<file path="src/rtl/core/cppf_pkg.sv">
// Package for the coincident point pair finder: command, store entry and
// result types with their field widths. No dependencies.
package cppf_pkg;

    localparam int TAG_PATH_W  = 10;
    localparam int TAG_POINT_W = 16;
    localparam int COORD_W     = 24;
    localparam int TOL_W       = 23;
    localparam int SLOT_W      = 6;
    localparam int GAP_W       = 23;

    localparam logic [TOL_W-1:0] TOL_RESET = 23'd256;

    localparam logic [1:0] MODE_CLEAR  = 2'd0;
    localparam logic [1:0] MODE_APPEND = 2'd1;
    localparam logic [1:0] MODE_QUERY  = 2'd2;

    localparam int QUEUE_DEPTH = 4;
    localparam int QUEUE_PW    = 2;

    typedef enum logic [1:0] {
        K_CLEAR  = 2'd0,
        K_APPEND = 2'd1,
        K_QUERY  = 2'd2
    } t_kind;

    typedef struct packed {
        t_kind                   kind;
        logic [TAG_PATH_W-1:0]   path;
        logic [TAG_POINT_W-1:0]  point;
        logic [COORD_W-1:0]      x;
        logic [COORD_W-1:0]      y;
        logic [SLOT_W-1:0]       slot;
    } t_cmd;

    typedef struct packed {
        logic [TAG_PATH_W-1:0]   path;
        logic [TAG_POINT_W-1:0]  point;
        logic [COORD_W-1:0]      x;
        logic [COORD_W-1:0]      y;
        logic [COORD_W-1:0]      cx;
        logic [COORD_W-1:0]      cy;
    } t_entry;

    typedef struct packed {
        logic                    found;
        logic [TAG_PATH_W-1:0]   first_path;
        logic [TAG_POINT_W-1:0]  first_point;
        logic [TAG_PATH_W-1:0]   second_path;
        logic [TAG_POINT_W-1:0]  second_point;
        logic [GAP_W-1:0]        gap;
        logic                    last;
    } t_result;

endpackage

</file>
<file path="src/rtl/core/cppf_queue.sv">
// Short command queue between front end and engine.
// Depends on cppf_pkg.
module cppf_queue
    import cppf_pkg::*;
(
    input  logic i_clk,
    input  logic i_rst_n,
    input  logic i_push,
    input  t_cmd i_push_data,
    output logic o_push_ready,
    output logic o_pop_valid,
    output t_cmd o_pop_data,
    input  logic i_pop
);

    t_cmd                r_mem [QUEUE_DEPTH];
    logic [QUEUE_PW-1:0] r_wp;
    logic [QUEUE_PW-1:0] r_rp;
    logic [QUEUE_PW:0]   r_cnt;
    logic                do_push;
    logic                do_pop;

    assign o_push_ready = r_cnt != (QUEUE_PW+1)'(QUEUE_DEPTH);
    assign o_pop_valid  = r_cnt != '0;
    assign o_pop_data   = r_mem[r_rp];
    assign do_push      = i_push && o_push_ready;
    assign do_pop       = i_pop && o_pop_valid;

    always_ff @(posedge i_clk) begin
        if (!i_rst_n) begin
            r_wp  <= '0;
            r_rp  <= '0;
            r_cnt <= '0;
        end else begin
            if (do_push) r_wp <= r_wp + 1'b1;
            if (do_pop)  r_rp <= r_rp + 1'b1;
            if (do_push && !do_pop)      r_cnt <= r_cnt + 1'b1;
            else if (do_pop && !do_push) r_cnt <= r_cnt - 1'b1;
        end
    end

    always_ff @(posedge i_clk) begin
        if (do_push) r_mem[r_wp] <= i_push_data;
    end

endmodule

</file>
<file path="config.mk">
export PLATFORM = sky130hd
export DESIGN_NAME = cppf_queue
export DESIGN_NICKNAME = d
export VERILOG_FILES = /design/src/rtl/core/cppf_pkg.sv /design/src/rtl/core/cppf_queue.sv
export SDC_FILE = /design/constraint.sdc
export NUM_CORES = 1
export LEC_CHECK = 0
export ABC_CLOCK_PERIOD_IN_PS = 3800
export BUFFER_PORTS_ARGS = -buffer_cell sky130_fd_sc_hd__buf_4
export CAP_MARGIN = 10
export CORE_UTILIZATION = 25
export CTS_BUF_LIST = sky130_fd_sc_hd__clkbuf_8
export DETAILED_ROUTE_END_ITERATION = 8
export GPL_TIMING_DRIVEN = 0
export PLACE_DENSITY = 0.42
export SLEW_MARGIN = 20
export SYNTH_ARGS = -nofsm -noshare
export SYNTH_HDL_FRONTEND = slang
export SYNTH_SLANG_ARGS = --single-unit
</file>
<file path="constraint.sdc">
create_clock -name i_clk -period 3.8 [get_ports i_clk]
set_input_delay 0.57 -clock i_clk [delete_from_list [all_inputs] [get_ports i_clk]]
set_output_delay 0.57 -clock i_clk [all_outputs]
set_load 0.03 [all_outputs]
</file>
# After elaboration in Yosys (flattened, before gate mapping)
# Memory sizes are Yosys's and may differ from the RTL's. A register that Yosys moved wholly into a read port is not among the register bits.
# Index checks and enable logic that the tools add are counted.
# W data, S select, Z words.
# op_classes
n_mux	6
eq_ne	1
n_addsub	4
n_reduce_logical	8
# ops
cell	count
$mux W3	2
$add A2 B1 Y2 const B	2
$logic_and A1 B1 Y1	4
$mux W2	2
$add A3 B1 Y3 const B	1
$ne A3 B3 Y1 const B	1
$reduce_bool A3 Y1	1
$sub A3 B1 Y3 const B	1
$logic_not A1 Y1	2
$mux W1	2
$reduce_bool A2 Y1	1
# totals
regBits	7
n_memories	1
mem_bits_rw	328
wordCells	23
output_inout_bits	84
# memory_table
memory	depth	word_bits	read_ports	rd_clocked_by_memory_dff	wr	line	rtl
r_mem	4	82	1	1	1	cppf_queue.sv:16	t_cmd r_mem [QUEUE_DEPTH];

# Longest topological paths before layout
# Gate-level depths: netlist (run 1).
# logic_depth
depth_word	6
depth_mapped	8

# Worst setup path before layout (run 1)
# OpenSTA, ideal clock, no wires.
# synth_path
kind	input-to-reg
start	input i_push
end	memory r_mem[0][0] (netlist bit), enable pin
required_time_ps	3351
path_slack_ps	550
arrival_time_ps	2801
cell_stages	2
cell_sequence	a21boi_2 -> and2_1
# synth_between
elab_chain_cells	3
# synth_lines
item	line	rtl
start: declaration	cppf_queue.sv:8	input logic i_push,
$logic_and A1 B1 Y1	cppf_queue.sv:26	assign do_push = i_push && o_push_ready;
$mux W1	cppf_queue.sv:43	if (do_push) r_mem[r_wp] <= i_push_data;
$mux W1 (implied by the code)	cppf_queue.sv:43	
end: declaration	cppf_queue.sv:16	
# Every way passes these cells.

==> flow_summary_export.csv, run 1 <==
group,metric,value,unit
outcome,status,"finished, final reports clean",
yosys,synth_area_per_cell,26.0,µm²
yosys,synth.distinct_cells,24,
routing,antenna_left,0,
placement,dp_slack,1.03,ns
floorplanning,start_util,25.3,%
clock_network,cts_tree,"built",
yosys,synth_simple_gate_area_share,0.737,%
finish,final_nets,802,
yosys,synth_mux_area_share,15.2,%
clock_network,cts_made_buffers,56,
timing,setup_viol,0,
timing,period_needed,3.25,ns
timing,clock_skew,0.0237,ns
routing,wirelength,26.7,mm
finish,final_common_cell,"edfxtp_1",
floorplanning,core_area,49000,µm²
timing,worst_pin_slew,0.931,ns
clock_network,cts_setup_buffers,0,
finish,final_cell_mix,"328 x edfxtp_1, 168 x buf_4, 81 x mux4_2",
global_routing,grt_max_degree,42,
placement,port_buffers,168,
critical_path,worstPathRequired,3.23,ns
global_routing,antenna_found_initial,0,
yosys,syn-num-nets,568,
yosys,synth_top_family_by_area,"multiplexers",
min_path,hold_class,"in -> reg",
global_routing,globalRoute.totalOverflow,0,
timing,max_freq,0.307,GHz
yosys,ys_ff_latch,337,
clock_network,cts_max_path_buffers,3,
floorplanning,fp.dieH,225,µm
clock_network,ctsHoldBuffers,0,
finish,drive_gt1_share,46.8,%
yosys,synth_sequential_area_ratio,80.9,%
finish,instances_no_fill,1416,
timing,slew_headroom,37.9,%
floorplanning,ios,170,
yosys,synthXorXnorAreaFrac,0.283,%
timing,setup_slack,0.546,ns
clock_network,cts_max_level,2,
floorplanning,die_area,50500,µm²
timing,hold_viol,0,
placement,dpl.hpwl,16.2,mm
timing,finalMaxSlewViolations,0,
finish,antennaDiodeCount,0,
routing,viasPerCell,4.02,
yosys,netlist_instances,476,
routing,first_pass_iters,4,
yosys,synth_compound_area_share,0.363,%
critical_path,end_kind,"output pin",
finish,syn_to_final_growth,27.1,%
critical_path,startpoint_type,"flop",
clock_network,clkLatencyLatePin,0.62,ns
clock_network,cts.sinks,337,
global_routing,grt_pass1_wl,39.7,mm
global_routing,grt_use_total,10.8,%
clock_network,cts_resized,0,
power_and_ir_drop,power.density,708,nW/µm²
global_routing,first_global_vias,6560,
timing,rsz0062_at_grt,"no",
placement,place_area,14700,µm²
finish,design_area,15800,µm²
timing,finalCritPeriodShare,85.6,%
critical_path,worst-setup-path-type,"reg -> out",
critical_path,cp.arrival,2.68,ns
floorplanning,fp.dieW,225,µm
yosys,netlist_area,12400,µm²
power_and_ir_drop,p_leak,5.26,nW
power_and_ir_drop,ir_drop,348,µV
routing,routedWlPerCell,18.8,µm
routing,drc,0,
floorplanning,placementRows,81,
run,max_cap_violations,0,
placement,place_inst,1316,
yosys,yosysWarnings,0,
critical_path,crit_fanout,10,
clock_network,clkTransAtPathRegs,0.07,ns
yosys,synthAdderAreaFrac,0.666,%
placement,place_congestion,0.690,
routing,drtIter0Drc,210,
routing,vias,5689,
clock_network,root_buffer,"clkbuf_8",
==> worst paths after layout <==
| path | from | endpoint | slack, ns | cells past startpoint |
|---|---|---|---|---|
| setup reg to reg | r_cnt[0] | r_cnt[2] | 1.43 | 8 |
| hold / removal | i_push_data[78] | r_mem[0][78] | 0.15 | 1 |
| setup / recovery | flop | o_pop_data[16] | 0.55 | 4 |
| hold reg to reg | r_wp[1] | r_wp[1] | 0.52 | 2 |
==> cells by family after synthesis <==
kind of cell	after synthesis
flip-flops	337
multiplexers	85
buffers and inverters	22
AND/OR/NAND/NOR	17
adder cells (fa/ha/maj)	6
AO/OA/AOI/OAI	5
XOR/XNOR	4
==> cell type report <==
type | count | area (µm²)
clock inverter | 43 | 285
fill | 4650 | 33200
tap | 664 | 831
inverter | 3 | 11.3
clock buffer | 57 | 785
sequential | 337 | 10000
buffer | 19 | 219
timing repair buffer | 176 | 1450
multi-input combinational | 117 | 2140
==> stage by stage <==
stage	total power, mW	hold WS [ns]	util, %	TNS, ns
4_1_cts	11.4	0.0521	32.2	0
5_1_grt	11.7	0.0766	32.2	0
6_report	11.2	0.148	32.2	0
3_3_place_gp	8.18	0.487	29.6	-455.81
2_1_floorplan	6.99	0.468	-	0
3_5_place_dp	8.26	0.511	30.0	0
==> worst max-delay path: stages, from the launching register on <==
cell and delay [ns]:
dfxtp_1 0.31, clkbuf_1 0.69, buf_2 0.50, mux4_2 0.38, buf_4 0.19
==> synthesized netlist by cell type <==
master | instances | area [µm²]
nor2_1 | 1 | 3.75
o311ai_1 | 1 | 8.76
o21ai_0 | 1 | 5.00
xnor2_1 | 3 | 26.3
dfxtp_1 | 9 | 180
a21boi_0 | 1 | 7.51
buf_6 | 1 | 11.3
ha_1 | 5 | 62.6
buf_2 | 8 | 40.0
inv_1 | 3 | 11.3
mux2i_1 | 3 | 30.0
a21boi_2 | 1 | 11.3
xor2_1 | 1 | 8.76
mux4_2 | 81 | 1820
fa_1 | 1 | 20.0
edfxtp_1 | 328 | 9850
buf_12 | 8 | 160
or3_1 | 2 | 12.5
and2_1 | 8 | 50.1
clkbuf_1 | 2 | 7.51
o31ai_2 | 1 | 12.5
nor2b_1 | 1 | 6.26
mux4_1 | 1 | 26.3
nand2_1 | 5 | 18.8
==> layer usage <==
layer  global-route usage [%]  wire length (µm)
met1                     12.5             10800
met2                     18.5             13600
met3                     3.66              1640
met4                     3.77               646
met5                        0                 0
==> power breakdown <==
part | internal, mW | leakage, nW | switching [mW]
clock | 1.66 | 0.595 | 1.41
sequential | 4.51 | 3.08 | 0.102
combinational | 1.51 | 1.58 | 1.95
==> state kept, by name, summed over array words and instances, names as in the netlist, named ones only <==
register,flops
r_mem,328
r_cnt,3
r_rp,2
r_wp,2
(Power assumes the default switching activity.)
==> run 2: changes to the inputs <==
--- a/config.mk
+++ b/config.mk
@@ -13,7 +13,8 @@
 export DETAILED_ROUTE_END_ITERATION = 8
 export GPL_TIMING_DRIVEN = 0
 export PLACE_DENSITY = 0.42
-export SLEW_MARGIN = 20
+export REMOVE_ABC_BUFFERS = 1
+export SLEW_MARGIN = 5
 export SYNTH_ARGS = -nofsm -noshare
 export SYNTH_HDL_FRONTEND = slang
 export SYNTH_SLANG_ARGS = --single-unit
==> flow_summary_export.csv, run 2 (same netlist as run 1, synthesis figures left out) <==
group,metric,value,unit
outcome,status,"finished, final reports clean",
clock_network,cts_resized,0,
clock_network,cts_max_level,2,
finish,syn_to_final_growth,26.5,%
floorplanning,die_area,50500,µm²
timing,clock_skew,0.0198,ns
floorplanning,placementRows,81,
floorplanning,start_util,25.3,%
global_routing,grt_max_degree,32,
timing,finalMaxSlewViolations,0,
floorplanning,fp.dieW,225,µm
critical_path,cp_cell_sequence,"buf_16, buf_16, mux4_1, buf_4",
critical_path,cp.arrival,2.72,ns
finish,largest_reg_flops,328,
clock_network,cts_tree,"built",
power_and_ir_drop,p_leak,5.22,nW
finish,regMostFlops,"r_mem",
placement,place_congestion,0.654,
timing,hold_viol,0,
critical_path,slowest_stage,"dfxtp_4",
timing,max_freq,0.304,GHz
placement,place_area,14500,µm²
clock_network,clkLatencyLatePin,0.62,ns
routing,antenna_left,0,
global_routing,first_global_vias,6465,
timing,setup_slack,0.509,ns
finish,design_area,15700,µm²
global_routing,globalRoute.totalOverflow,0,
finish,final_cell_mix,"328 x edfxtp_1, 169 x buf_4, 81 x mux4_2",
timing,period_needed,3.29,ns
placement,port_buffers,169,
finish,antennaDiodeCount,0,
timing,whs,0.153,ns
timing,setup_viol,0,
critical_path,crit_family,"buffers and inverters",
critical_path,worst-setup-path-type,"reg -> out",
routing,routedWlPerCell,18.4,µm
global_routing,grt_pass1_wl,39.0,mm
floorplanning,fp.dieH,225,µm
critical_path,slowest_delay,0.69,ns
clock_network,cts_setup_buffers,0,
floorplanning,ios,170,
routing,viasPerCell,4.02,
critical_path,end_kind,"output pin",
placement,dpl.hpwl,15.9,mm
critical_path,critPathMostFrequentCell,"buf_16",
global_routing,grt_use_total,10.5,%
timing,rsz0062_at_grt,"no",
finish,drive_gt1_share,46.8,%
critical_path,crit_buf_inv,3,
finish,final_nets,791,
timing,slew_headroom,62.0,%
routing,first_pass_iters,4,
power_and_ir_drop,ir_drop,332,µV
clock_network,cts_made_buffers,59,
routing,vias,5663,
placement,dp_slack,1.01,ns
timing,finalCritPeriodShare,86.6,%
power_and_ir_drop,power.density,707,nW/µm²
clock_network,cts.sinks,337,
critical_path,startpoint_type,"flop",
clock_network,ctsHoldBuffers,0,
floorplanning,core_area,49000,µm²
clock_network,cts_max_path_buffers,3,
global_routing,antenna_found_initial,1,
routing,drtIter0Drc,205,
timing,worst_pin_slew,0.570,ns
finish,largestRegisters,"r_mem: 328 flops, r_cnt: 3 flops",
run,max_cap_violations,0,
min_path,hold_class,"in -> reg",
critical_path,worstPathRequired,3.23,ns
critical_path,crit_fanout,31,
clock_network,clkTransAtPathRegs,0.05,ns
finish,final_common_cell,"edfxtp_1",
clock_network,root_buffer,"clkbuf_8",
routing,wirelength,25.9,mm
routing,drc,0,
run 2: cell types whose count changed in the layout (fill, tap and decap cells not counted):
cell | before | now
dfxtp_1 | 9 | 7
clkbuf_1 | 2 | 0
clkinv_1 | 15 | 11
buf_2 | 8 | 0
buf_12 | 12 | 10
buf_16 | 4 | 2
clkinv_2 | 9 | 12
buf_6 | 1 | 0
buf_4 | 168 | 169
dfxtp_4 | 0 | 2
inv_1 | 16 | 19
clkinvlp_4 | 2 | 1
clkbuf_8 | 57 | 61
run 2: final cells by class:
class	count	area, µm²
tap	664	831
sequential	337	10000
timing repair buffer	181	1520
clock buffer	61	840
fill	4675	33300
clock inverter	44	289
multi-input combinational	117	2140
inverter	3	11.3
run 2: worst paths after layout:
kind	startpoint	to	slack, ns	depth (start not counted)
max reg2reg	r_cnt[0]	r_cnt[2]	1.40	8
min reg2reg	r_wp[0]	r_wp[0]	0.51	2
max	flop	o_pop_data[77]	0.51	4
min	i_push_data[57]	r_mem[0][57]	0.15	1
run 2: metal layers:
| metal | global-route usage [%] | wire, µm | up-vias |
|---|---|---|---|
| met4 | 4.78 | 720 | 2 |
| met3 | 3.41 | 1610 | 56 |
| met5 | 0 | 9 | - |
| li1 | - | - | 2496 |
| met1 | 11.9 | 10300 | 2958 |
| met2 | 17.9 | 13300 | 151 |
run 2: where the power goes:
group          internal, mW  total [mW]  switching, mW
Sequential             4.52        4.71          0.197
Combinational          1.40        3.21           1.81
Clock                  1.75        3.16           1.41
Total                  7.67        11.1           3.42
run 2: stage by stage:
stage                     instances  total power, mW  setup TNS [ns]  utilization, %
after global placement         1290             7.95         -709.03            29.2
final                          1407             11.1               0            32.0
after CTS                      1407             11.4               0            32.0
after floorplan                 457             6.85          -79.46               -
after global routing           1407             11.6               0            32.0
after detailed placement       1302             8.10               0            29.7
