**src/rtl/core/cppf_pkg.sv**
```systemverilog
// Package for the coincident point pair finder: command, store entry and
// result types with their field widths. No dependencies.
package cppf_pkg;

    localparam int TAG_PATH_W  = 10;
    localparam int TAG_POINT_W = 16;
    localparam int COORD_W     = 24;
    localparam int TOL_W       = 23;
    localparam int SLOT_W      = 6;
    localparam int GAP_W       = 23;

    localparam logic [TOL_W-1:0] TOL_RESET = 23'd256;

    localparam logic [1:0] MODE_CLEAR  = 2'd0;
    localparam logic [1:0] MODE_APPEND = 2'd1;
    localparam logic [1:0] MODE_QUERY  = 2'd2;

    localparam int QUEUE_DEPTH = 4;
    localparam int QUEUE_PW    = 2;

    typedef enum logic [1:0] {
        K_CLEAR  = 2'd0,
        K_APPEND = 2'd1,
        K_QUERY  = 2'd2
    } t_kind;

    typedef struct packed {
        t_kind                   kind;
        logic [TAG_PATH_W-1:0]   path;
        logic [TAG_POINT_W-1:0]  point;
        logic [COORD_W-1:0]      x;
        logic [COORD_W-1:0]      y;
        logic [SLOT_W-1:0]       slot;
    } t_cmd;

    typedef struct packed {
        logic [TAG_PATH_W-1:0]   path;
        logic [TAG_POINT_W-1:0]  point;
        logic [COORD_W-1:0]      x;
        logic [COORD_W-1:0]      y;
        logic [COORD_W-1:0]      cx;
        logic [COORD_W-1:0]      cy;
    } t_entry;

    typedef struct packed {
        logic                    found;
        logic [TAG_PATH_W-1:0]   first_path;
        logic [TAG_POINT_W-1:0]  first_point;
        logic [TAG_PATH_W-1:0]   second_path;
        logic [TAG_POINT_W-1:0]  second_point;
        logic [GAP_W-1:0]        gap;
        logic                    last;
    } t_result;

endpackage

```
**src/rtl/core/cppf_front.sv**
```systemverilog
// Front end: accepts input words, decodes the mode into a command (dropping words
// with an unknown mode) and holds it in a register for the queue. Depends on cppf_pkg.
module cppf_front
    import cppf_pkg::*;
(
    input  logic                   i_clk,
    input  logic                   i_rst_n,
    input  logic                   i_valid,
    output logic                   o_ready,
    input  logic [1:0]             i_mode,
    input  logic [TAG_PATH_W-1:0]  i_path_id,
    input  logic [TAG_POINT_W-1:0] i_point_id,
    input  logic [COORD_W-1:0]     i_x,
    input  logic [COORD_W-1:0]     i_y,
    input  logic [SLOT_W-1:0]      i_query_slot,
    output logic                   o_cmd_valid,
    output t_cmd                   o_cmd,
    input  logic                   i_cmd_ready
);

    logic r_v;
    t_cmd r_cmd;
    t_cmd n_cmd;
    logic n_keep;

    assign o_ready     = !r_v || i_cmd_ready;
    assign o_cmd_valid = r_v;
    assign o_cmd       = r_cmd;

    always_comb begin
        n_cmd.path  = i_path_id;
        n_cmd.point = i_point_id;
        n_cmd.x     = i_x;
        n_cmd.y     = i_y;
        n_cmd.slot  = i_query_slot;
        n_keep      = 1'b1;
        unique case (i_mode)
            MODE_CLEAR:  n_cmd.kind = K_CLEAR;
            MODE_APPEND: n_cmd.kind = K_APPEND;
            MODE_QUERY:  n_cmd.kind = K_QUERY;
            default: begin
                n_cmd.kind = K_CLEAR;
                n_keep     = 1'b0;
            end
        endcase
    end

    always_ff @(posedge i_clk) begin
        if (!i_rst_n) begin
            r_v <= 1'b0;
        end else if (o_ready) begin
            r_v <= i_valid && n_keep;
        end
    end

    always_ff @(posedge i_clk) begin
        if (o_ready && i_valid) begin
            r_cmd <= n_cmd;
        end
    end

endmodule

```
**config.mk**
```make
export PLATFORM = sky130hd
export DESIGN_NAME = cppf_front
export DESIGN_NICKNAME = d
export VERILOG_FILES = /design/src/rtl/core/cppf_pkg.sv /design/src/rtl/core/cppf_front.sv
export SDC_FILE = /design/constraint.sdc
export NUM_CORES = 1
export LEC_CHECK = 0
export BUFFER_PORTS_ARGS = -buffer_cell sky130_fd_sc_hd__buf_2
export CAP_MARGIN = 10
export CORE_MARGIN = 5
export CORE_UTILIZATION = 41
export DETAILED_ROUTE_END_ITERATION = 16
export HOLD_SLACK_MARGIN = 0.1
export PLACE_DENSITY_LB_ADDON = 0.08
export SLEW_MARGIN = 20
export SYNTH_ARGS = -nofsm -noshare
export SYNTH_HDL_FRONTEND = slang
export SYNTH_SLANG_ARGS = --single-unit
export TNS_END_PERCENT = 30
```
**constraint.sdc**
```tcl
create_clock -name i_clk -period 3.8 [get_ports i_clk]
set_input_delay 0.38 -clock i_clk [delete_from_list [all_inputs] [get_ports i_clk]]
set_output_delay 0.38 -clock i_clk [all_outputs]
set_load 0.005 [all_outputs]
```
Yosys cells after proc, flatten, opt, wreduce, memory -nomap -nowiden

Cells that the tools add are included.

Register bits after elaboration: 83
Logic and storage cells: 17

Equality and inequality tests: 2
Mux-type cells: 2
Reductions and logical operators: 6

Operator list:

| kind                                                            | count |
|---|---|
| 2-bit one-hot mux with 2 select lines                           | 1 |
| 3-bit OR reduction                                              | 1 |
| 2-bit by 1-bit == test with 1-bit output, second input constant | 1 |
| 2-bit == test, second input constant                            | 1 |
| 1-bit logical AND                                               | 2 |
| 2-bit zero test                                                 | 1 |
| 1-bit zero test                                                 | 1 |
| 1-bit logical OR                                                | 1 |
| 1-bit two-way mux                                               | 1 |

Longest topological paths before layout

Gate-level depths: netlist (run 1).

Depth after elaboration: 4
Depth in mapped cells: 2

Worst setup path after synthesis (run 1)

Ideal clock, no wire load.

Path type: input port to flip-flop
Start: input port i_cmd_ready
End: register r_cmd (netlist bit o_cmd[0]) (enable)
Library setup time: 0.450 ns
Data arrival time: 2.480 ns
Required time: 3.350 ns
Path slack: 0.870 ns
Stages on the path: 2
Cell sequence: nand2b_1 and2_1

Word-level cells in the longest chain between the ends: 2

Ends and longest elaborated chain:

| item                   | line             | source |
|---|---|---|
| start: declaration     | cppf_front.sv:18 | `input logic i_cmd_ready` |
| 1-bit logical OR       | cppf_front.sv:26 | `assign o_ready = !r_v \|\| i_cmd_ready;` |
| 1-bit logical AND      | cppf_front.sv:57 | `if (o_ready && i_valid) begin` |
| end signal: assignment | cppf_front.sv:58 | `r_cmd <= n_cmd;` |
| end: declaration       | cppf_front.sv:22 | `t_cmd r_cmd;` |

Every way passes these cells.
A chain may end at the register's enable or synchronous reset.

Worst setup path after layout (run 1)

Start: register r_v (netlist: o_cmd_valid)
End: register r_cmd (netlist bit o_cmd[8]) (enable)

Word-level cells in the longest chain between the ends: 3

Ends and longest elaborated chain:

| item                     | line             | source |
|---|---|---|
| start: declaration       | cppf_front.sv:21 | `logic r_v;` |
| start signal: assignment | cppf_front.sv:52 | `r_v <= i_valid && n_keep;` |
| 1-bit zero test          | cppf_front.sv:26 |  |
| 1-bit logical OR         | cppf_front.sv:26 |  |
| 1-bit logical AND        | cppf_front.sv:57 |  |

Every way passes these cells.

==> run_results.csv, run 1 <==
group,metric,value,unit
route,wl,5450,um
cts,ctsHtreeMaxLevel,3,
logic_synthesis,synth_top_area_share,97.4,%
worst_setup_path,timing.rr.start,"o_cmd_valid",
logic_synthesis,synth-edff-count,82,
worst_setup_path,reg2reg_slack,2100,ps
cts,clk_latency,330,ps
logic_synthesis,yosysTopAreaCell,"edfxtp_1",
cts,post_cts_buffers,0,
logic_synthesis,syn_area_per_cell,28.4,sq um
cts,cts_buffer_depth,2,
power,p_seq_share,58.3,%
cts,cts_made_buffers,9,
placement,io_buffers,169,
power,intPower,0.00150,W
global_route,grt_pass1_wl,7650,um
sta,fin_crit,1700,ps
placement,pre_cts_slack,1920,ps
route,first_pass_iters,4,
worst_setup_path,worstPathArrival,1650,ps
sta,finalHoldViolCount,0,
power,clockPowerShare,34.8,%
min_path,hp-class,"in -> reg",
logic_synthesis,syn_nets,175,
sta,slew_headroom,31.1,%
sta,whs,214,ps
worst_setup_path,cp-startpoint,"o_cmd_valid",
route,vias,1468,
die,initial_utilization,42.5,%
power,power.switching,0.000356,W
logic_synthesis,synth_warnings,0,
logic_synthesis,synthTopCellsByArea,"edfxtp_1 97%, dfxtp_1 0.79%, nor2b_1 0.49%, a21boi_2 0.45%, a21bo_1 0.40%",
die,num_rows,28,
sta,max_freq,588,MHz
placement,gp_congestion,0.683,
global_route,grt_max_degree,83,
die,dieHeight,88.5,um
route,drc,0,
worst_setup_path,cp_slowest_cell,"and2_4",
global_route,antenna_found_initial,0,
global_route,grt_pass1_vias,1547,
logic_synthesis,yosysMostFrequentCell,"edfxtp_1",
die,core,5960,sq um
worst_setup_path,crit_chain,"nand2b_1, and2_4",
cts,ctsRootBufferMaster,"clkbuf_8",
finish,final_nets,355,
sta,drv_slew,0,
worst_setup_path,endpoint,"o_cmd[8]",
cts,tritoncts,"yes",
worst_setup_path,critPathKind,"reg -> reg",
worst_setup_path,slowest_delay,820,ps
sta,skew,5.05,ps
flow_run,cap_violations,0,
worst_setup_path,r2r_cells,2,
die,die_w,88.5,um
worst_setup_path,cp_max_fo,82,
route,postRouteAntennaNets,0,
global_route,grt_overflow,0,
route,vias_per_cell,4.21,
cts,postCtsHoldBufs,0,
route,wl_per_cell,15.6,um
logic_synthesis,ys_seq_elements,83,
logic_synthesis,synth_area,2530,sq um
worst_setup_path,cp-start-kind,"flop",
sta,fin_setup_tns,0,ps
worst_setup_path,endpoint_kind,"flop",
worst_setup_path,cp.required,3750,ps
sta,setup_violations,0,
power,combPwrFrac,6.8,%
power,leakage,1.60,nW
power,vdd_drop_max,334,uV
logic_synthesis,async_reset_ff_share,0,%
placement,post-dp-hpwl,4140,um
die,die-area,7840,sq um
logic_synthesis,synth-seq-area-share,98.2,%
cts,cts-resized-gates,0,
finish,area_growth,45.4,%
power,switching_share,19.2,%
logic_synthesis,synthTopCellsByCount,"82 x edfxtp_1, 2 x nor2b_1",
logic_synthesis,syn_inst,89,
run_status,status,"complete, no violations",
power,power.density,504,nW/um^2
sta,min_period_over_period,44.7,%
sta,worst_slew_pin_slew,1030,ps
cts,clock_sinks,83,
worst_setup_path,r2r-end,"o_cmd[8]",
finish,antennaDiodeCount,0,
route,drt_iter0_markers,74,
sta,rsz0062_at_grt,"false",
global_route,grt_usage,13.8,%
sta,setup_ws,2100,ps
logic_synthesis,synthDistinctLibCells,7,
logic_synthesis,synth_flop_cell,"edfxtp_1",
finish,drive_gt1_share,67.5,%
cts,clkSlewWorstSetupHoldPaths,80,ps
die,num_io_pins,170,
how the worst min path moves through the flow:
stage,startpoint,to,slack [ps],cells after the start
after floorplan,i_query_slot[0],o_cmd[0],480,0
after global placement,o_cmd_valid,o_cmd_valid,500,2
after detailed placement,o_cmd_valid,o_cmd_valid,530,2
after CTS,i_point_id[4],o_cmd[58],200,1
after global routing,i_point_id[8],o_cmd[62],180,1
final,i_point_id[11],o_cmd[65],210,1
cells by family after synthesis:
logic type | share of synthesized area, %
compound gates | 0.841
flops | 98.2
simple gates | 0.990
placed cells by master, fill, tap and decap left out:
master     Yosys  final
a21bo_1        1      1
and2_4         0      1
clkinv_1       0      2
dfxtp_1        1      1
nand2b_1       1      1
clkinv_2       0      3
edfxtp_1      82     82
clkbuf_8       0      9
bufinv_16      0      2
a21boi_2       1      1
buf_2          0    169
nor2b_1        2      2
power groups by stage:
| stage | Clock (W) | Sequential, W | Combinational (W) |
|---|---|---|---|
| 5_1_grt | 0.000712 | 0.00109 | 0.000140 |
| 3_5_place_dp | 0 | 0.00110 | 0.000131 |
| 6_report | 0.000646 | 0.00108 | 0.000127 |
| 4_1_cts | 0.000668 | 0.00108 | 0.000131 |
| 2_1_floorplan | 0 | 0.00112 | 0.0000188 |
| 3_3_place_gp | 0 | 0.00110 | 0.000129 |
worst max-delay path, delay by kind of cell, from the launching register on:
kind             cells  cell delay [ps]
AND/OR/NAND/NOR      2              930
flip-flops           1              310
per-stage QoR:
stage	cell area (sq um)	cells	total power (W)	utilization [%]
finish	3680	349	0.00185	61.7
detailed placement	3470	333	0.00123	58.3
CTS	3680	349	0.00188	61.7
floorplan	2530	89	0.00113	-
global route	3680	349	0.00194	61.7
global placement	3470	333	0.00123	58.3
sequential cells by signal, summed over array words and instances, names as in the netlist:
signal,cells
o_cmd,82
o_cmd_valid,1
layer usage:
layer,track usage (%),routed length (um)
met5,0,0
met4,7.42,110
met3,7.45,830
met2,23.2,2730
met1,13.7,1790
cell type report:
cell class                      instances  area, sq um
Fill cell                             485         2280
Tap cell                               75         93.8
Clock buffer                            9          124
Multi-Input combinational cell          6         48.8
Clock inverter                          7         82.6
Sequential cell                        83         2480
Timing Repair Buffer                  169          846
No activity file was read; power rests on OpenSTA's default activity.
==> inputs of run 2 (changes only) <==
clock period = 1.7 ns   (was 3.8 ns; I/O delays follow)
==> run_results.csv, run 2 (synthesis results as in run 1) <==
group,metric,value,unit
route,wl_per_cell,15.5,um
finish,fillCellCount,372,
die,core,5960,sq um
power,power.switching,0.000838,W
sta,setup_violations,0,
sta,slew_headroom,83.1,%
die,num_io_pins,170,
finish,antennaDiodeCount,0,
worst_setup_path,cp_max_fo,35,
worst_setup_path,worstPathArrival,1360,ps
finish,largest_reg_flops,82,
cts,cts_buffer_depth,2,
power,combPwrFrac,10.6,%
global_route,grt_max_degree,36,
finish,layout_common_cells,"169 x buf_2, 82 x edfxtp_1, 81 x dlygate4sd3_1, 11 x clkbuf_8, 3 x clkbuf_1",
power,power.density,945,nW/um^2
die,dieHeight,88.5,um
sta,drv_slew,0,
cts,ctsHtreeMaxLevel,3,
cts,cts-resized-gates,0,
sta,skew,6.61,ps
min_path,hold_path_depth,2,
cts,cts_made_buffers,9,
route,vias_per_cell,4.25,
die,die-area,7840,sq um
worst_setup_path,critPathKind,"reg -> reg",
flow_run,cap_violations,0,
power,vdd_drop_max,596,uV
route,postRouteAntennaNets,0,
die,initial_utilization,42.5,%
route,wl,6720,um
sta,fin_crit,1330,ps
cts,postCtsHoldBufs,81,
placement,gp_congestion,0.703,
worst_setup_path,cp-start-kind,"flop",
power,leakage,1.95,nW
finish,final_nets,438,
global_route,grt_pass1_vias,2013,
placement,io_buffers,169,
cts,clkSlewWorstSetupHoldPaths,70,ps
sta,rsz0062_at_grt,"false",
power,clockPowerShare,32.7,%
worst_setup_path,r2r_cells,3,
global_route,grt_usage,17.7,%
run_status,status,"complete, no violations",
die,num_rows,28,
cts,tritoncts,"yes",
finish,area_growth,78.7,%
worst_setup_path,cp_slowest_cell,"dfxtp_1",
worst_setup_path,slowest_delay,320,ps
sta,max_freq,751,MHz
cts,clock_sinks,83,
global_route,grt_pass1_wl,9950,um
sta,worst_slew_pin_slew,254,ps
cts,ctsRootBufferMaster,"clkbuf_8",
finish,instances_no_fill,432,
route,drt_iter0_markers,55,
global_route,antenna_found_initial,0,
finish,final_common_cell,"buf_2",
die,die_w,88.5,um
route,first_pass_iters,4,
cts,post_cts_buffers,0,
sta,fin_setup_tns,0,ps
sta,min_period_over_period,78.3,%
power,switching_share,19.6,%
sta,finalHoldViolCount,0,
route,vias,1834,
min_path,hp-class,"in -> reg",
finish,drive_gt1_share,52.1,%
route,drc,0,
worst_setup_path,cp.required,1730,ps
global_route,grt_overflow,0,
power,p_seq_share,56.6,%
placement,dp_cells,335,
cts,clk_latency,340,ps
worst_setup_path,endpoint_kind,"flop",
power,intPower,0.00343,W
worst_setup_path,crit_chain,"nand2b_1, and2_4, buf_12",
## run 2: cell types whose count changed in the layout (fill, tap and decap cells not counted), sizes merged
cell,before,now
dlygate4sd3,0,81
buf,169,171
bufinv,2,1
clkbuf,9,14
clkinv,5,1
## run 2: path summary, 6_finish.rpt
path / from / to / slack [ps]
setup / recovery: o_cmd_valid / o_cmd[61] / 370
hold / removal: i_mode[0] / o_cmd[81] / 130
setup reg to reg: o_cmd_valid / o_cmd[61] / 370
hold reg to reg: o_cmd_valid / o_cmd_valid / 540
## run 2: cell type report
class | count | area [sq um] | share of cell area [%]
clock buffer | 14 | 163 | 3.60
clock inverter | 2 | 35.0 | 0.775
multi-input combinational | 6 | 48.8 | 1.08
sequential | 83 | 2480 | 54.9
tap | 75 | 93.8 | 2.08
timing repair buffer | 252 | 1700 | 37.5
## run 2: power by group through the flow
stage	clock [W]	sequential, W	combinational, W
final	0.00140	0.00242	0.000454
after global routing	0.00153	0.00243	0.000494
after CTS	0.00142	0.00242	0.000454
after detailed placement	0	0.00246	0.000307
after global placement	0	0.00246	0.000304
after floorplan	0	0.00249	0.0000438
## run 2: metal layers
layer / vias up / GRT usage, % / part of all wire (%)
met1: 843 / 17.5 / 33
met4: 0 / 6.18 / 1.6
met5: - / 0 / 0
met3: 11 / 8.75 / 12
met2: 98 / 32.2 / 53
li1: 882 / - / -
## run 2: stage by stage
step           total power, W  hold WS [ps]  utilization, %  instance area, sq um  setup slack [ps]
2_1_floorplan         0.00253           269               -                  2530               198
3_3_place_gp          0.00276           346            58.9                  3510               405
3_5_place_dp          0.00277           348            58.9                  3510               382
4_1_cts               0.00430           109            75.9                  4520               361
5_1_grt               0.00445           104            75.9                  4520               299
6_report              0.00427           126            75.9                  4520               369
## run 2: critical path, delay by kind of cell (launching register included)
family / cells / cell delay, ps
buffers and inverters: 1 / 250
DFF: 1 / 320
and+or+nand+nor: 2 / 440
==> inputs of run 3 (changes only) <==
ABC_AREA = 1   (was unset)
CORE_UTILIZATION = 37   (was 41)
clock period = 1.2 ns   (was 1.7 ns; I/O delays follow)
==> run_results.csv, run 3 <==
group,metric,value,unit
run_status,status,"finished, violations left",
run_status,violations,"setup timing",
route,drt_iter0_markers,66,
logic_synthesis,synthDistinctLibCells,9,
die,num_io_pins,170,
global_route,grt.met2_usage,28.1,%
logic_synthesis,synth_warnings,0,
global_route,grt_util_met1,15.6,%
cts,clock_sinks,83,
global_route,antenna_found_initial,0,
global_route,grt_pass1_vias,2108,
cts,clkSlewWorstSetupHoldPaths,80,ps
cts,tritoncts,"yes",
die,dieHeight,92.8,um
sta,setup_violations,16,
finish,instances_no_fill,448,
placement,gp_congestion,0.725,
global_route,gr-max-usage-layer,"met2",
logic_synthesis,yosysTopAreaCell,"edfxtp_1",
finish,final_common_cell,"buf_2",
route,vias,1865,
cts,post_cts_buffers,0,
placement,post-dp-hpwl,4370,um
flow_run,cap_violations,0,
logic_synthesis,synth_top_family_by_area,"simple AND/OR/NAND/NOR gates",
cts,clk_latency,330,ps
sta,min_period_over_period,101,%
power,p_seq_share,59.7,%
placement,pre_cts_slack,-15.2,ps
worst_setup_path,cp.required,1230,ps
min_path,hp-class,"in -> reg",
worst_setup_path,cp_max_fo,39,
finish,layout_common_cells,"169 x buf_2, 85 x dlygate4sd3_1, 82 x edfxtp_1, 9 x clkbuf_8, 3 x inv_1",
die,core,6720,sq um
logic_synthesis,yosysMostFrequentCell,"edfxtp_1",
logic_synthesis,synth_flop_cell,"edfxtp_1",
power,vdd_drop_max,796,uV
power,switching_share,21.1,%
logic_synthesis,synth-compound-area-share,0.642,%
finish,largest_reg_flops,82,
logic_synthesis,async_reset_ff_share,0,%
route,wl,6670,um
sta,whs,224,ps
global_route,grt_usage,15.5,%
worst_setup_path,worstPathArrival,1230,ps
die,initial_utilization,37.7,%
power,power.density,1260,nW/um^2
finish,final_nets,449,
sta,rsz0062_at_grt,"true",
logic_synthesis,synthTopCellsByArea,"edfxtp_1 97%, dfxtp_1 0.79%, inv_1 0.44%, a21oi_2 0.35%, a21boi_0 0.30%",
finish,antennaDiodeCount,0,
route,drc,0,
logic_synthesis,yosys.area_share.adder,0,%
route,postRouteAntennaNets,0,
power,total_power,0.00574,W
logic_synthesis,synth-edff-count,82,
sta,fin_setup_tns,-60.7,ps
logic_synthesis,ys_seq_elements,83,
sta,slew_headroom,81.1,%
worst_setup_path,critPathKind,"reg -> reg",
die,die-area,8610,sq um
cts,ctsRootBufferMaster,"clkbuf_8",
power,combPwrFrac,11.5,%
die,die_w,92.8,um
logic_synthesis,synth-simple-area-share,0.839,%
logic_synthesis,synth_area,2530,sq um
worst_setup_path,endpoint_kind,"flop",
logic_synthesis,syn_inst,94,
worst_setup_path,cp-start-kind,"flop",
power,clockPowerShare,28.8,%
sta,drv_slew,0,
worst_setup_path,reg2reg_slack,-7,ps
sta,fin_crit,1210,ps
cts,ctsHtreeMaxLevel,3,
cts,cts_made_buffers,9,
logic_synthesis,synthTopCellsByCount,"82 x edfxtp_1, 3 x inv_1, 2 x nand2_1, 2 x nor2_1",
logic_synthesis,syn_nets,180,
sta,setup_ws,-6.96,ps
power,leakage,1.97,nW
power,power.switching,0.00121,W
placement,dp_cells,347,
finish,drive_gt1_share,51.9,%
cts,cts_buffer_depth,2,
logic_synthesis,synthMuxAreaShare,0,%
finish,area_growth,80.0,%
route,first_pass_iters,4,
logic_synthesis,synth-seq-area-share,97.9,%
logic_synthesis,synth_top_area_share,97.1,%
global_route,grtUsageMet3,5.69,%
logic_synthesis,synth-xor-area-share,0,%
placement,io_buffers,169,
sta,worst_slew_pin_slew,283,ps
sta,skew,4.87,ps
route,vias_per_cell,4.16,
global_route,grt_pass1_wl,10000,um
sta,finalHoldViolCount,0,
die,num_rows,30,
global_route,grt_max_degree,40,
sta,max_freq,829,MHz
route,wl_per_cell,14.9,um
power,intPower,0.00453,W
logic_synthesis,syn_area_per_cell,27.0,sq um
global_route,grt_overflow,0,
finish,fillCellCount,465,
==> run 3: changes by cell type after synthesis, sizes merged <==
cell / before / now
nor2: 0 / 2
a21oi: 0 / 1
nand2b: 1 / 0
and2: 1 / 0
inv: 0 / 4
a21bo: 1 / 0
nand2: 0 / 3
nor2b: 2 / 0
==> run 3: worst paths after layout <==
path / start / to / cells past startpoint
setup / recovery: o_cmd_valid / o_cmd[53] / 2
hold reg to reg: o_cmd_valid / o_cmd_valid / 3
hold / removal: i_cmd_ready / o_cmd[81] / 3
setup reg to reg: o_cmd_valid / o_cmd[53] / 2
==> run 3: metrics by stage <==
step	cell area (sq um)	utilization, %
5_1_grt	4560	67.9
6_report	4560	67.9
3_3_place_gp	3550	52.8
4_1_cts	4560	67.9
3_5_place_dp	3550	52.8
2_1_floorplan	2550	-
==> run 3: what timing repair did <==
item / 4_1_cts / 5_1_grt
gates resized for setup: 0 / 1
endpoints found under the hold margin: 83 / 0
endpoints found under the setup margin: 55 / 56
hold buffers: 85 / 0
pin swaps: 1 / 0
==> run 3: area by class of cell <==
type	count	area (sq um)	area share [%]
Clock buffer	10	128	2.80
Clock inverter	6	32.5	0.713
Inverter	4	15.0	0.329
Multi-Input combinational cell	7	48.8	1.07
Sequential cell	83	2480	54.4
Tap cell	80	100	2.19
Timing Repair Buffer	258	1760	38.5
==> run 3: cell families after synthesis <==
| logic type | after synthesis |
|---|---|
| buffers and inverters | 4 |
| flip-flops | 83 |
| AO/OA/AOI/OAI | 2 |
| AND/OR/NAND/NOR | 5 |
==> run 3: power groups by stage <==
stage / combinational (W) / clock (W) / sequential (W)
2_1_floorplan: 0.0000644 / 0 / 0.00353
3_3_place_gp: 0.000441 / 0 / 0.00349
3_5_place_dp: 0.000447 / 0 / 0.00349
4_1_cts: 0.000663 / 0.00172 / 0.00343
5_1_grt: 0.000718 / 0.00184 / 0.00344
6_report: 0.000660 / 0.00165 / 0.00343
==> run 3: per-layer routing <==
| metal | vias up | share of wire (%) | wire length (um) |
|---|---|---|---|
| li1 | 904 | - | - |
| met1 | 851 | 35 | 2320 |
| met2 | 100 | 54 | 3590 |
| met3 | 10 | 9.9 | 663 |
| met4 | 0 | 1.5 | 98 |
| met5 | - | 0 | 0 |
==> run 3: worst max-delay path, cell delays in order, from the launching register on <==
cell and delay, ps:
dfxtp_2 340, a21boi_4 270, buf_12 260
